File: config.mk
export PLATFORM = sky130hd
export DESIGN_NAME = hill_cipher_mod37_encrypt_core
export DESIGN_NICKNAME = d
export VERILOG_FILES = /design/src/rtl/hcm37_pkg.sv /design/src/rtl/hill_cipher_mod37_encrypt_core.sv
export SDC_FILE = /design/constraint.sdc
export NUM_CORES = 1
export LEC_CHECK = 0
export BUFFER_PORTS_ARGS = -buffer_cell sky130_fd_sc_hd__clkbuf_2
export CAP_MARGIN = 20
export CORE_MARGIN = 5
export CORE_UTILIZATION = 60
export CTS_BUF_LIST = sky130_fd_sc_hd__clkbuf_4 sky130_fd_sc_hd__clkbuf_8 sky130_fd_sc_hd__clkbuf_16
export DETAILED_ROUTE_END_ITERATION = 16
export PLACE_DENSITY = 0.77
export SLEW_MARGIN = 20
export SYNTH_ARGS = -nofsm -noshare
export SYNTH_HDL_FRONTEND = slang
export SYNTH_SLANG_ARGS = --single-unit
File: constraint.sdc
create_clock -name i_clk -period 15.55 [get_ports i_clk]
set_input_delay 2.3325 -clock i_clk [delete_from_list [all_inputs] [get_ports i_clk]]
set_output_delay 2.3325 -clock i_clk [all_outputs]
set_load 0.02 [all_outputs]
File: src/rtl/hcm37_pkg.sv
// Package for the mod-37 Hill cipher encrypt core.
// Holds widths, register indexes, alphabet constants and the symbol mapping functions.
// No dependencies.
package hcm37_pkg;

    localparam int MAX_ORDER  = 4;
    localparam int ROW_W      = $clog2(MAX_ORDER);
    localparam int SYM_W      = 6;
    localparam int CHAR_W     = 8;
    localparam int KEY_W      = MAX_ORDER * SYM_W;
    localparam int PROD_W     = 2 * SYM_W;
    localparam int SUM_W      = PROD_W + $clog2(MAX_ORDER);
    localparam int CFG_IDX_W  = 3;
    localparam int BSIZE_W    = 3;

    localparam int ALPHA_SIZE = 37;
    localparam int NUM_LETTER = 26;
    localparam int NUM_DIGIT  = 10;

    // floor(s / 37) == (s * RECIP_37) >> RECIP_SHIFT for every s below 2^SUM_W
    localparam int RECIP_SHIFT = 19;
    localparam int RECIP_37    = ((1 << RECIP_SHIFT) + ALPHA_SIZE - 1) / ALPHA_SIZE;
    localparam int QUOT_W      = SUM_W - 5;
    localparam int MUL_W       = SUM_W + RECIP_SHIFT;

    localparam logic [SYM_W-1:0]  PAD_SYMBOL = SYM_W'(ALPHA_SIZE - 1);
    localparam logic [CHAR_W-1:0] CHAR_A     = 8'h41;
    localparam logic [CHAR_W-1:0] CHAR_Z     = 8'h5A;
    localparam logic [CHAR_W-1:0] CHAR_0     = 8'h30;
    localparam logic [CHAR_W-1:0] CHAR_9     = 8'h39;
    localparam logic [CHAR_W-1:0] CHAR_SPACE = 8'h20;

    localparam logic [CFG_IDX_W-1:0] REG_BLOCK_SIZE = 3'd0;
    localparam logic [CFG_IDX_W-1:0] REG_KEY_ROW_0  = 3'd1;
    localparam logic [CFG_IDX_W-1:0] REG_KEY_ROW_1  = 3'd2;
    localparam logic [CFG_IDX_W-1:0] REG_KEY_ROW_2  = 3'd3;
    localparam logic [CFG_IDX_W-1:0] REG_KEY_ROW_3  = 3'd4;

    typedef logic [SYM_W-1:0] t_sym;

    // ASCII to symbol; anything outside the alphabet maps to symbol 0
    function automatic t_sym to_symbol(input logic [CHAR_W-1:0] ch);
        t_sym s;
        if (ch >= CHAR_A && ch <= CHAR_Z) begin
            s = SYM_W'(ch - CHAR_A);
        end else if (ch >= CHAR_0 && ch <= CHAR_9) begin
            s = SYM_W'(ch - CHAR_0) + SYM_W'(NUM_LETTER);
        end else if (ch == CHAR_SPACE) begin
            s = PAD_SYMBOL;
        end else begin
            s = '0;
        end
        return s;
    endfunction

    function automatic logic [CHAR_W-1:0] to_char(input t_sym s);
        logic [CHAR_W-1:0] c;
        if (s < SYM_W'(NUM_LETTER)) begin
            c = CHAR_A + CHAR_W'(s);
        end else if (s < SYM_W'(NUM_LETTER + NUM_DIGIT)) begin
            c = CHAR_0 + CHAR_W'(s - SYM_W'(NUM_LETTER));
        end else begin
            c = CHAR_SPACE;
        end
        return c;
    endfunction

endpackage

File: src/rtl/hill_cipher_mod37_encrypt_core.sv
// Hill cipher encrypt core over a 37-symbol alphabet (A-Z, 0-9, space).
// Throughput unless i_out_ready stalls: one plain word per cycle; a block of n words
// drains one row per cycle through the single row dot-product unit, overlapped with
// filling of the next block. Each block passes block hold, sum and output registers.
// Reset (i_rst_n low, synchronous): block size 1, key rows zero, buffers empty.
// Depends on hcm37_pkg.
module hill_cipher_mod37_encrypt_core (
    input  logic                              i_clk,
    input  logic                              i_rst_n,
    input  logic                              i_cfg_valid,
    output logic                              o_cfg_ready,
    input  logic [hcm37_pkg::CFG_IDX_W-1:0]   i_cfg_index,
    input  logic [hcm37_pkg::KEY_W-1:0]       i_cfg_data,
    input  logic                              i_in_valid,
    output logic                              o_in_ready,
    input  logic [hcm37_pkg::CHAR_W-1:0]      i_plain_char,
    input  logic                              i_end_of_message,
    output logic                              o_out_valid,
    input  logic                              i_out_ready,
    output logic [hcm37_pkg::CHAR_W-1:0]      o_cipher_char,
    output logic                              o_last_of_block,
    output logic                              o_last_of_message
);

    localparam int M   = hcm37_pkg::MAX_ORDER;
    localparam int RW  = hcm37_pkg::ROW_W;
    localparam int SW  = hcm37_pkg::SYM_W;

    // configuration
    logic [hcm37_pkg::BSIZE_W-1:0] r_block_size;
    logic [hcm37_pkg::KEY_W-1:0]   r_key [M];

    // fill stage
    hcm37_pkg::t_sym r_sym [M];
    logic [RW-1:0]   r_fill;

    // block hold stage
    logic            r_blk_valid;
    hcm37_pkg::t_sym r_blk_sym [M];
    logic            r_blk_last;
    logic [RW-1:0]   r_row;

    // sum stage
    logic                          r_s_valid;
    logic [hcm37_pkg::SUM_W-1:0]   r_s_sum;
    logic                          r_s_lob;
    logic                          r_s_lom;

    // output register
    logic                          r_out_valid;
    logic [hcm37_pkg::CHAR_W-1:0]  r_out_char;
    logic                          r_out_lob;
    logic                          r_out_lom;

    logic [RW-1:0]   n_m1;
    logic [RW-1:0]   pos;
    hcm37_pkg::t_sym new_sym;
    logic            complete;
    logic            in_acc;
    logic            out_free;
    logic            s_free;
    logic            drain;
    logic            last_row;
    logic            blk_free;
    logic [hcm37_pkg::SUM_W-1:0]  n_sum;
    logic [hcm37_pkg::MUL_W-1:0]  mul;
    logic [hcm37_pkg::QUOT_W-1:0] quot;
    logic [hcm37_pkg::SUM_W-1:0]  rem;

    // effective order minus one: 0 counts as 1, above MAX_ORDER clamps
    always_comb begin
        if (r_block_size == '0) begin
            n_m1 = '0;
        end else if (r_block_size > hcm37_pkg::BSIZE_W'(M)) begin
            n_m1 = RW'(M - 1);
        end else begin
            n_m1 = RW'(r_block_size - 1'b1);
        end
    end

    assign pos      = (r_fill > n_m1) ? n_m1 : r_fill;
    assign new_sym  = hcm37_pkg::to_symbol(i_plain_char);
    assign complete = (pos == n_m1) || i_end_of_message;

    assign out_free = !r_out_valid || i_out_ready;
    assign s_free   = !r_s_valid || out_free;
    assign last_row = (r_row == n_m1);
    assign drain    = r_blk_valid && s_free;
    assign blk_free = !r_blk_valid || (s_free && last_row);

    assign o_in_ready  = !complete || blk_free;
    assign in_acc      = i_in_valid && o_in_ready;
    assign o_cfg_ready = 1'b1;

    always_ff @(posedge i_clk) begin
        if (!i_rst_n) begin
            r_block_size <= hcm37_pkg::BSIZE_W'(1);
            for (int k = 0; k < M; k++) begin
                r_key[k] <= '0;
            end
        end else if (i_cfg_valid) begin
            unique case (i_cfg_index)
                hcm37_pkg::REG_BLOCK_SIZE: r_block_size <= i_cfg_data[hcm37_pkg::BSIZE_W-1:0];
                hcm37_pkg::REG_KEY_ROW_0:  r_key[0] <= i_cfg_data;
                hcm37_pkg::REG_KEY_ROW_1:  r_key[1] <= i_cfg_data;
                hcm37_pkg::REG_KEY_ROW_2:  r_key[2] <= i_cfg_data;
                hcm37_pkg::REG_KEY_ROW_3:  r_key[3] <= i_cfg_data;
                default: ;
            endcase
        end
    end

    // fill buffer
    always_ff @(posedge i_clk) begin
        if (!i_rst_n) begin
            r_fill <= '0;
        end else if (in_acc) begin
            r_fill <= complete ? '0 : RW'(pos + 1'b1);
        end
    end

    always_ff @(posedge i_clk) begin
        if (in_acc) begin
            r_sym[pos] <= new_sym;
        end
    end

    // block hold: padded copy; slots past the order are zero so they drop out of the sum
    always_ff @(posedge i_clk) begin
        if (!i_rst_n) begin
            r_blk_valid <= 1'b0;
            r_row       <= '0;
        end else if (in_acc && complete) begin
            r_blk_valid <= 1'b1;
            r_row       <= '0;
        end else if (drain) begin
            if (last_row) begin
                r_blk_valid <= 1'b0;
                r_row       <= '0;
            end else begin
                r_row <= r_row + 1'b1;
            end
        end
    end

    always_ff @(posedge i_clk) begin
        if (in_acc && complete) begin
            r_blk_last <= i_end_of_message;
            for (int j = 0; j < M; j++) begin
                if (RW'(j) > n_m1) begin
                    r_blk_sym[j] <= '0;
                end else if (RW'(j) < pos) begin
                    r_blk_sym[j] <= r_sym[j];
                end else if (RW'(j) == pos) begin
                    r_blk_sym[j] <= new_sym;
                end else begin
                    r_blk_sym[j] <= hcm37_pkg::PAD_SYMBOL;
                end
            end
        end
    end

    // row dot product
    always_comb begin
        n_sum = '0;
        for (int j = 0; j < M; j++) begin
            n_sum = n_sum + hcm37_pkg::SUM_W'(r_key[r_row][j*SW +: SW])
                          * hcm37_pkg::SUM_W'(r_blk_sym[j]);
        end
    end

    always_ff @(posedge i_clk) begin
        if (!i_rst_n) begin
            r_s_valid <= 1'b0;
        end else if (s_free) begin
            r_s_valid <= r_blk_valid;
        end
    end

    always_ff @(posedge i_clk) begin
        if (drain) begin
            r_s_sum <= n_sum;
            r_s_lob <= last_row;
            r_s_lom <= last_row && r_blk_last;
        end
    end

    // sum mod 37 by reciprocal multiply; quotient is exact over the sum range
    always_comb begin
        mul  = hcm37_pkg::MUL_W'(r_s_sum) * hcm37_pkg::MUL_W'(hcm37_pkg::RECIP_37);
        quot = mul[hcm37_pkg::RECIP_SHIFT +: hcm37_pkg::QUOT_W];
        rem  = r_s_sum - ((hcm37_pkg::SUM_W'(quot) << 5) + (hcm37_pkg::SUM_W'(quot) << 2)
                          + hcm37_pkg::SUM_W'(quot));
    end

    always_ff @(posedge i_clk) begin
        if (!i_rst_n) begin
            r_out_valid <= 1'b0;
        end else if (out_free) begin
            r_out_valid <= r_s_valid;
        end
    end

    always_ff @(posedge i_clk) begin
        if (out_free && r_s_valid) begin
            r_out_char <= hcm37_pkg::to_char(rem[SW-1:0]);
            r_out_lob  <= r_s_lob;
            r_out_lom  <= r_s_lom;
        end
    end

    assign o_out_valid       = r_out_valid;
    assign o_cipher_char     = r_out_char;
    assign o_last_of_block   = r_out_lob;
    assign o_last_of_message = r_out_lom;

    a_lom_ends_block: assert property (@(posedge i_clk) disable iff (!i_rst_n)
        r_out_valid && r_out_lom |-> r_out_lob)
        else $error("last_of_message without last_of_block");

    a_row_in_range: assert property (@(posedge i_clk) disable iff (!i_rst_n)
        r_blk_valid |-> r_row <= n_m1)
        else $error("row counter past block order");

    a_char_in_alphabet: assert property (@(posedge i_clk) disable iff (!i_rst_n)
        r_out_valid |-> ((r_out_char >= hcm37_pkg::CHAR_A && r_out_char <= hcm37_pkg::CHAR_Z)
                         || (r_out_char >= hcm37_pkg::CHAR_0 && r_out_char <= hcm37_pkg::CHAR_9)
                         || r_out_char == hcm37_pkg::CHAR_SPACE))
        else $error("cipher word outside alphabet");

    a_fill_empty_after_block: assert property (@(posedge i_clk) disable iff (!i_rst_n)
        i_in_valid && o_in_ready && complete |=> r_fill == '0 && r_blk_valid)
        else $error("block close did not reset fill");

endmodule
After elaboration in Yosys (flattened, before gate mapping). Memories as Yosys holds them, arrays and structs flattened. A register that Yosys moved wholly into a read port is not among the register bits. Index checks and enable logic that the tools add are counted.

Input port bits: 41. Memories: 3. Bits in writable memories: 144. Register bits: 37.

Memories: r_key (depth 4, width 24, rd ports 1, clocked after memory_dff 1, wr ports 4, line hill_cipher_mod37_encrypt_core.sv:31) `logic [hcm37_pkg::KEY_W-1:0] r_key [M];`; r_blk_sym (depth 4, width 6, rd ports 4, clocked after memory_dff 0, wr ports 4, line hill_cipher_mod37_encrypt_core.sv:39) `hcm37_pkg::t_sym r_blk_sym [M];`; r_sym (depth 4, width 6, rd ports 4, clocked after memory_dff 0, wr ports 1, line hill_cipher_mod37_encrypt_core.sv:34) `hcm37_pkg::t_sym r_sym [M];`.

Eq/ne operators: 10. Bitwise logic cells: 17. Add/sub/neg operators: 15. Reductions and logical operators: 25. Multiplexer cells: 118. Magnitude comparators: 16. Multipliers: 5.

Operator list (number): 24-bit two-way mux (4); 1-bit two-way mux (90); 6-bit two-way mux (15); 6-bit by 6-bit multiplier with 12-bit output (4); 14-bit by 13-bit multiplier with 24-bit output, second input constant (1); 8-bit two-way mux (2); 1-bit OR (16); 13-bit by 12-bit adder with 14-bit output (1); 14-bit by 12-bit adder with 14-bit output (1); 2-bit two-way mux (7); 12-bit by 12-bit adder with 13-bit output (1); 6-bit adder (2); 7-bit by 6-bit adder with 8-bit output, first input constant (1); 7-bit by 7-bit adder with 8-bit output, first input constant (1); 8-bit by 6-bit == test with 1-bit output, second input constant (1); 8-bit by 6-bit greater-or-equal comparator with 1-bit output, second input constant (1); 8-bit by 7-bit greater-or-equal comparator with 1-bit output, second input constant (1); 8-bit by 6-bit <= comparator with 1-bit output, second input constant (1); 8-bit by 7-bit <= comparator with 1-bit output, second input constant (1); 1-bit logical AND (8); 6-bit by 5-bit subtractor with 7-bit output, second input constant (1); 6-bit by 5-bit adder with 6-bit output, second input constant (1); 3-bit by 2-bit == test with 1-bit output, second input constant (2); 3-bit logical NOT (2); 25 further kinds (41).

Logic depth before layout (Yosys ltp).
Word-level depth: 16. Depth in mapped cells: 33. Mapped depth without buffers: 33.

Least setup slack after synthesis. OpenSTA, ideal clock, no wires.

Path type: reg2reg. Start: register r_s_sum[7] (netlist bit). End: register r_out_char, in the netlist o_cipher_char[5], data pin. Required time: 15294 ps. Path buffers: 0. Stages on the path, launching flop included: 31. Path slack: 7848 ps. Data arrival time: 7446 ps. Path through: edfxtp_1 > inv_1 > fa_1 > fa_1 > inv_1 > fa_1 > fa_1 > inv_1 > fa_1 > inv_1 > ha_1 > a211oi_1 > o21ai_0 > a31o_1 > a21bo_2 > a21oi_1 > o21ai_0 > a21oi_1 > xnor2_1 > ha_1 > fa_1 > xnor2_1 > xnor2_1 > xnor2_1 > xnor2_1 > xnor2_1 > xnor3_2 > xor2_1 > ha_1 > inv_1 > o22a_1.

Longest elaborated chain between the ends: 8. Elaborated cells on any way between the ends: 11. Those cells by class: 6 x add/sub; 1 x mul; 2 x order compare; 2 x mux.

RTL lines: from (decl) (line hill_cipher_mod37_encrypt_core.sv:45) `logic [hcm37_pkg::SUM_W-1:0] r_s_sum;`; from (signal assigned) (line hill_cipher_mod37_encrypt_core.sv:182) `r_s_sum <= n_sum;`; 14-bit by 13-bit multiplier with 24-bit output * (line hill_cipher_mod37_encrypt_core.sv:190) `mul = hcm37_pkg::MUL_W'(r_s_sum) * hcm37_pkg::MUL_W'(hcm37_pkg::RECIP_37);`; 6-bit adder (line hill_cipher_mod37_encrypt_core.sv:192) `rem = r_s_sum - ((hcm37_pkg::SUM_W'(quot) << 5) + (hcm37_pkg::SUM_W'(quot) << 2)`; 6-bit adder * (line hill_cipher_mod37_encrypt_core.sv:193) `+ hcm37_pkg::SUM_W'(quot));`; 6-bit subtractor * (line hill_cipher_mod37_encrypt_core.sv:192); 6-bit by 5-bit subtractor with 7-bit output (line hcm37_pkg.sv:61) `c = CHAR_0 + CHAR_W'(s - SYM_W'(NUM_LETTER));`; 7-bit by 7-bit adder with 8-bit output (line hcm37_pkg.sv:61); 8-bit two-way mux (line hcm37_pkg.sv:60) `end else if (s < SYM_W'(NUM_LETTER + NUM_DIGIT)) begin`; 8-bit two-way mux * (line hcm37_pkg.sv:58) `if (s < SYM_W'(NUM_LETTER)) begin`; to (signal assigned) (line hill_cipher_mod37_encrypt_core.sv:206) `r_out_char <= hcm37_pkg::to_char(rem[SW-1:0]);`; to (decl) (line hill_cipher_mod37_encrypt_core.sv:51) `logic [hcm37_pkg::CHAR_W-1:0] r_out_char;`.

Every way passes the cells marked *; elsewhere a longest branch is shown, timed or not. A chain may end at the register's enable or synchronous reset.

Worst setup path in the final report.
Start: register r_s_sum[8] (netlist bit). End: register r_out_char, in the netlist o_cipher_char[6], data pin.

Same word-level chain as after synthesis.

==> results_dict.tcl <==
set metrics [dict create \
    clock_latency_ps 440 \
    wl_um 34500 \
    area_delta_synth_final_pct 7.93 \
    drt_iter0_drc 637 \
    grt_use_total 0.235 \
    register_area_mm2 0.00519 \
    period_share 0.534 \
    final_nets 1965 \
    finalWorstSetupSlack_ps 7240 \
    grt_pass1_vias 11300 \
    max_slew.worst_pin.slew_ps 964 \
    grt_max_degree 25 \
    htreeDepth 4 \
    wl_per_cell_um 18.1 \
    synthArstFlopShare 0 \
    clock_sink_count 177 \
    worst-setup-path-type "register to register" \
    die-height_um 176 \
    cp_slowest_cell "fa_1" \
    grt_setup_unrepaired "false" \
    globalRouteOverflowTotal 0 \
    route.detailed.drc 0 \
    crit_path_end_kind "register" \
    synth_edf_count 165 \
    status "finished clean" \
    die_area_mm2 0.0310 \
    place.gp.congestion 0.962 \
    finClkSkew_ps 18.6 \
    slew-limit-headroom 0.357 \
    syn_avg_cell_area_um2 11.0 \
    rows 60 \
    slew_violations 0 \
    ctsResizeCount 0 \
    cts_setup_buffers 0 \
    drt_pass1_iterations 7 \
    ys_warn_count 0 \
    min_path_cells 0 \
    start_util 0.612 \
    cap_violations 0 \
    ys_ff_latch 177 \
    multiInputGateArea_mm2 0.0101 \
    place_hpwl_um 27900 \
    coreArea_mm2 0.0270 \
    ant_nets 0 \
    synth_nets 1914 \
    die_w_um 176 \
    synth_cells 1505 \
    grt_antenna_before_repair 0 \
    yosysTopAreaCell "edfxtp_1" \
    synthDistinctLibCells 60 \
    viasPerCell 5.54 \
    crit_path_max_incr_delay_ps 560 \
    required_ps 15800 \
    grt_pass1_wl_um 57600 \
    synthFlopType "edfxtp_1" \
    synth.area.top_cells "edfxtp_1, fa_1, ha_1" \
    layout_common_cells "inv_1, fa_1, and2_1" \
    clk_pin_slew_worst_paths_ps 80 \
    dr_total_vias 10600 \
    root_buffer "clkbuf_16" \
    netlist_area_mm2 0.0165 \
    yosys.area.top_type_share 0.300 \
    pre_cts_slack_ps 7300 \
    seq_area_frac_synth 0.314 \
    fillers 2022 \
    layout_min_cycle_time_ps 8310 \
    fmax_mhz 120 \
    tns_ps 0 \
    setup_viol 0 \
    reg2reg_depth 30 \
    hold_class "register to register" \
    port_buffers 52 \
    layout_commonest_cell "inv_1" \
    cts_tree "yes" \
    ios 54 \
    antenna_cells 0 \
    numCtsBuffers 17 \
    path_max_fanout 10 \
    cts_hold_buf 0 \
    clk_path_buf_depth 2 \
    cp.arrival_ps 8550 \
    drive_gt1_frac 0.0841 \
    startpoint_type "register" \
    finalHoldViolCount 0 \
]
[synth_stat cells (3+ instances only)]
cell type	instances
o211ai_1	3
a22oi_1	4
a21oi_1	40
nor3_1	16
a21boi_0	8
xnor2_1	21
xor2_1	12
a21o_1	7
nor2_1	51
nand3b_1	5
nor2b_1	10
nand2b_1	5
a211oi_1	8
nand4_1	4
o21bai_1	3
mux2i_1	9
fa_1	195
buf_1	4
o21a_1	5
clkbuf_1	21
ha_1	173
nand3_1	12
and3_1	10
o21ai_0	30
mux4_2	24
nand2_1	112
edfxtp_1	165
inv_1	318
and2_1	175
dfxtp_1	12
o22ai_1	4
or3_1	3
a221oi_1	3
[critical path, delay by kind of cell (launching register included)]
kind	cells	cell delay, ps
buf+inv	4	360
simple gates	1	60
fa+ha+maj	9	3760
compound gates	8	1760
flops	1	490
xor+xnor	8	1710
[per-layer routing]
| metal | global-route usage | wire length (um) | share of wire |
|---|---|---|---|
| met5 | 0 | 0 | 0 |
| met2 | 0.427 | 18200 | 0.53 |
| met1 | 0.298 | 14200 | 0.41 |
| met4 | 0.0699 | 938 | 0.027 |
| met3 | 0.0291 | 1210 | 0.035 |
[stage by stage]
stage               hold WS, ps  cell area (um^2)   util  instances
floorplan                   400             16500      -       1505
global placement            413             17200  0.637       1878
detailed placement          416             17200  0.637       1878
CTS                         432             17800  0.660       1910
global route                449             17800  0.660       1910
finish                      434             17800  0.660       1910
[sequential cells by signal, indices dropped and copies added, names as in the netlist, 2 cells and up, named ones only]
register,cells
r_block_size,3
o_cipher_char,8
r_s_sum,14
r_blk_sym,24
r_sym,18
r_fill,2
r_key,96
r_row,2
[cell type report]
cell class                 count  share of cell area
clock buffer                  17              0.0238
clock inverter                15              0.0116
inverter                     318              0.0669
multi-input combinational    982               0.565
sequential                   177               0.291
tap                          341              0.0239
timing repair buffer          60              0.0180
[cells by family after synthesis]
| logic type | synth area share |
|---|---|
| multiplexers | 0.0395 |
| adder cells (fa/ha/maj) | 0.367 |
| AND/OR/NAND/NOR | 0.129 |
| other | 0.000454 |
| flip-flops | 0.314 |
| XOR/XNOR | 0.0189 |
| AO/OA/AOI/OAI | 0.0517 |
| buffers and inverters | 0.0790 |
[path summary, 6_finish.rpt]
kind / start / slack [ps] / end
setup / recovery: r_s_sum[8] / 7240 / o_cipher_char[6]
hold / removal: r_s_lob / 430 / o_last_of_block
setup reg to reg: r_s_sum[8] / 7240 / o_cipher_char[6]
hold reg to reg: r_s_lob / 430 / o_last_of_block
Power is left out: the tool's default activity adds up to more than one toggle a clock period on the data nets, which glitch-free logic cannot reach.
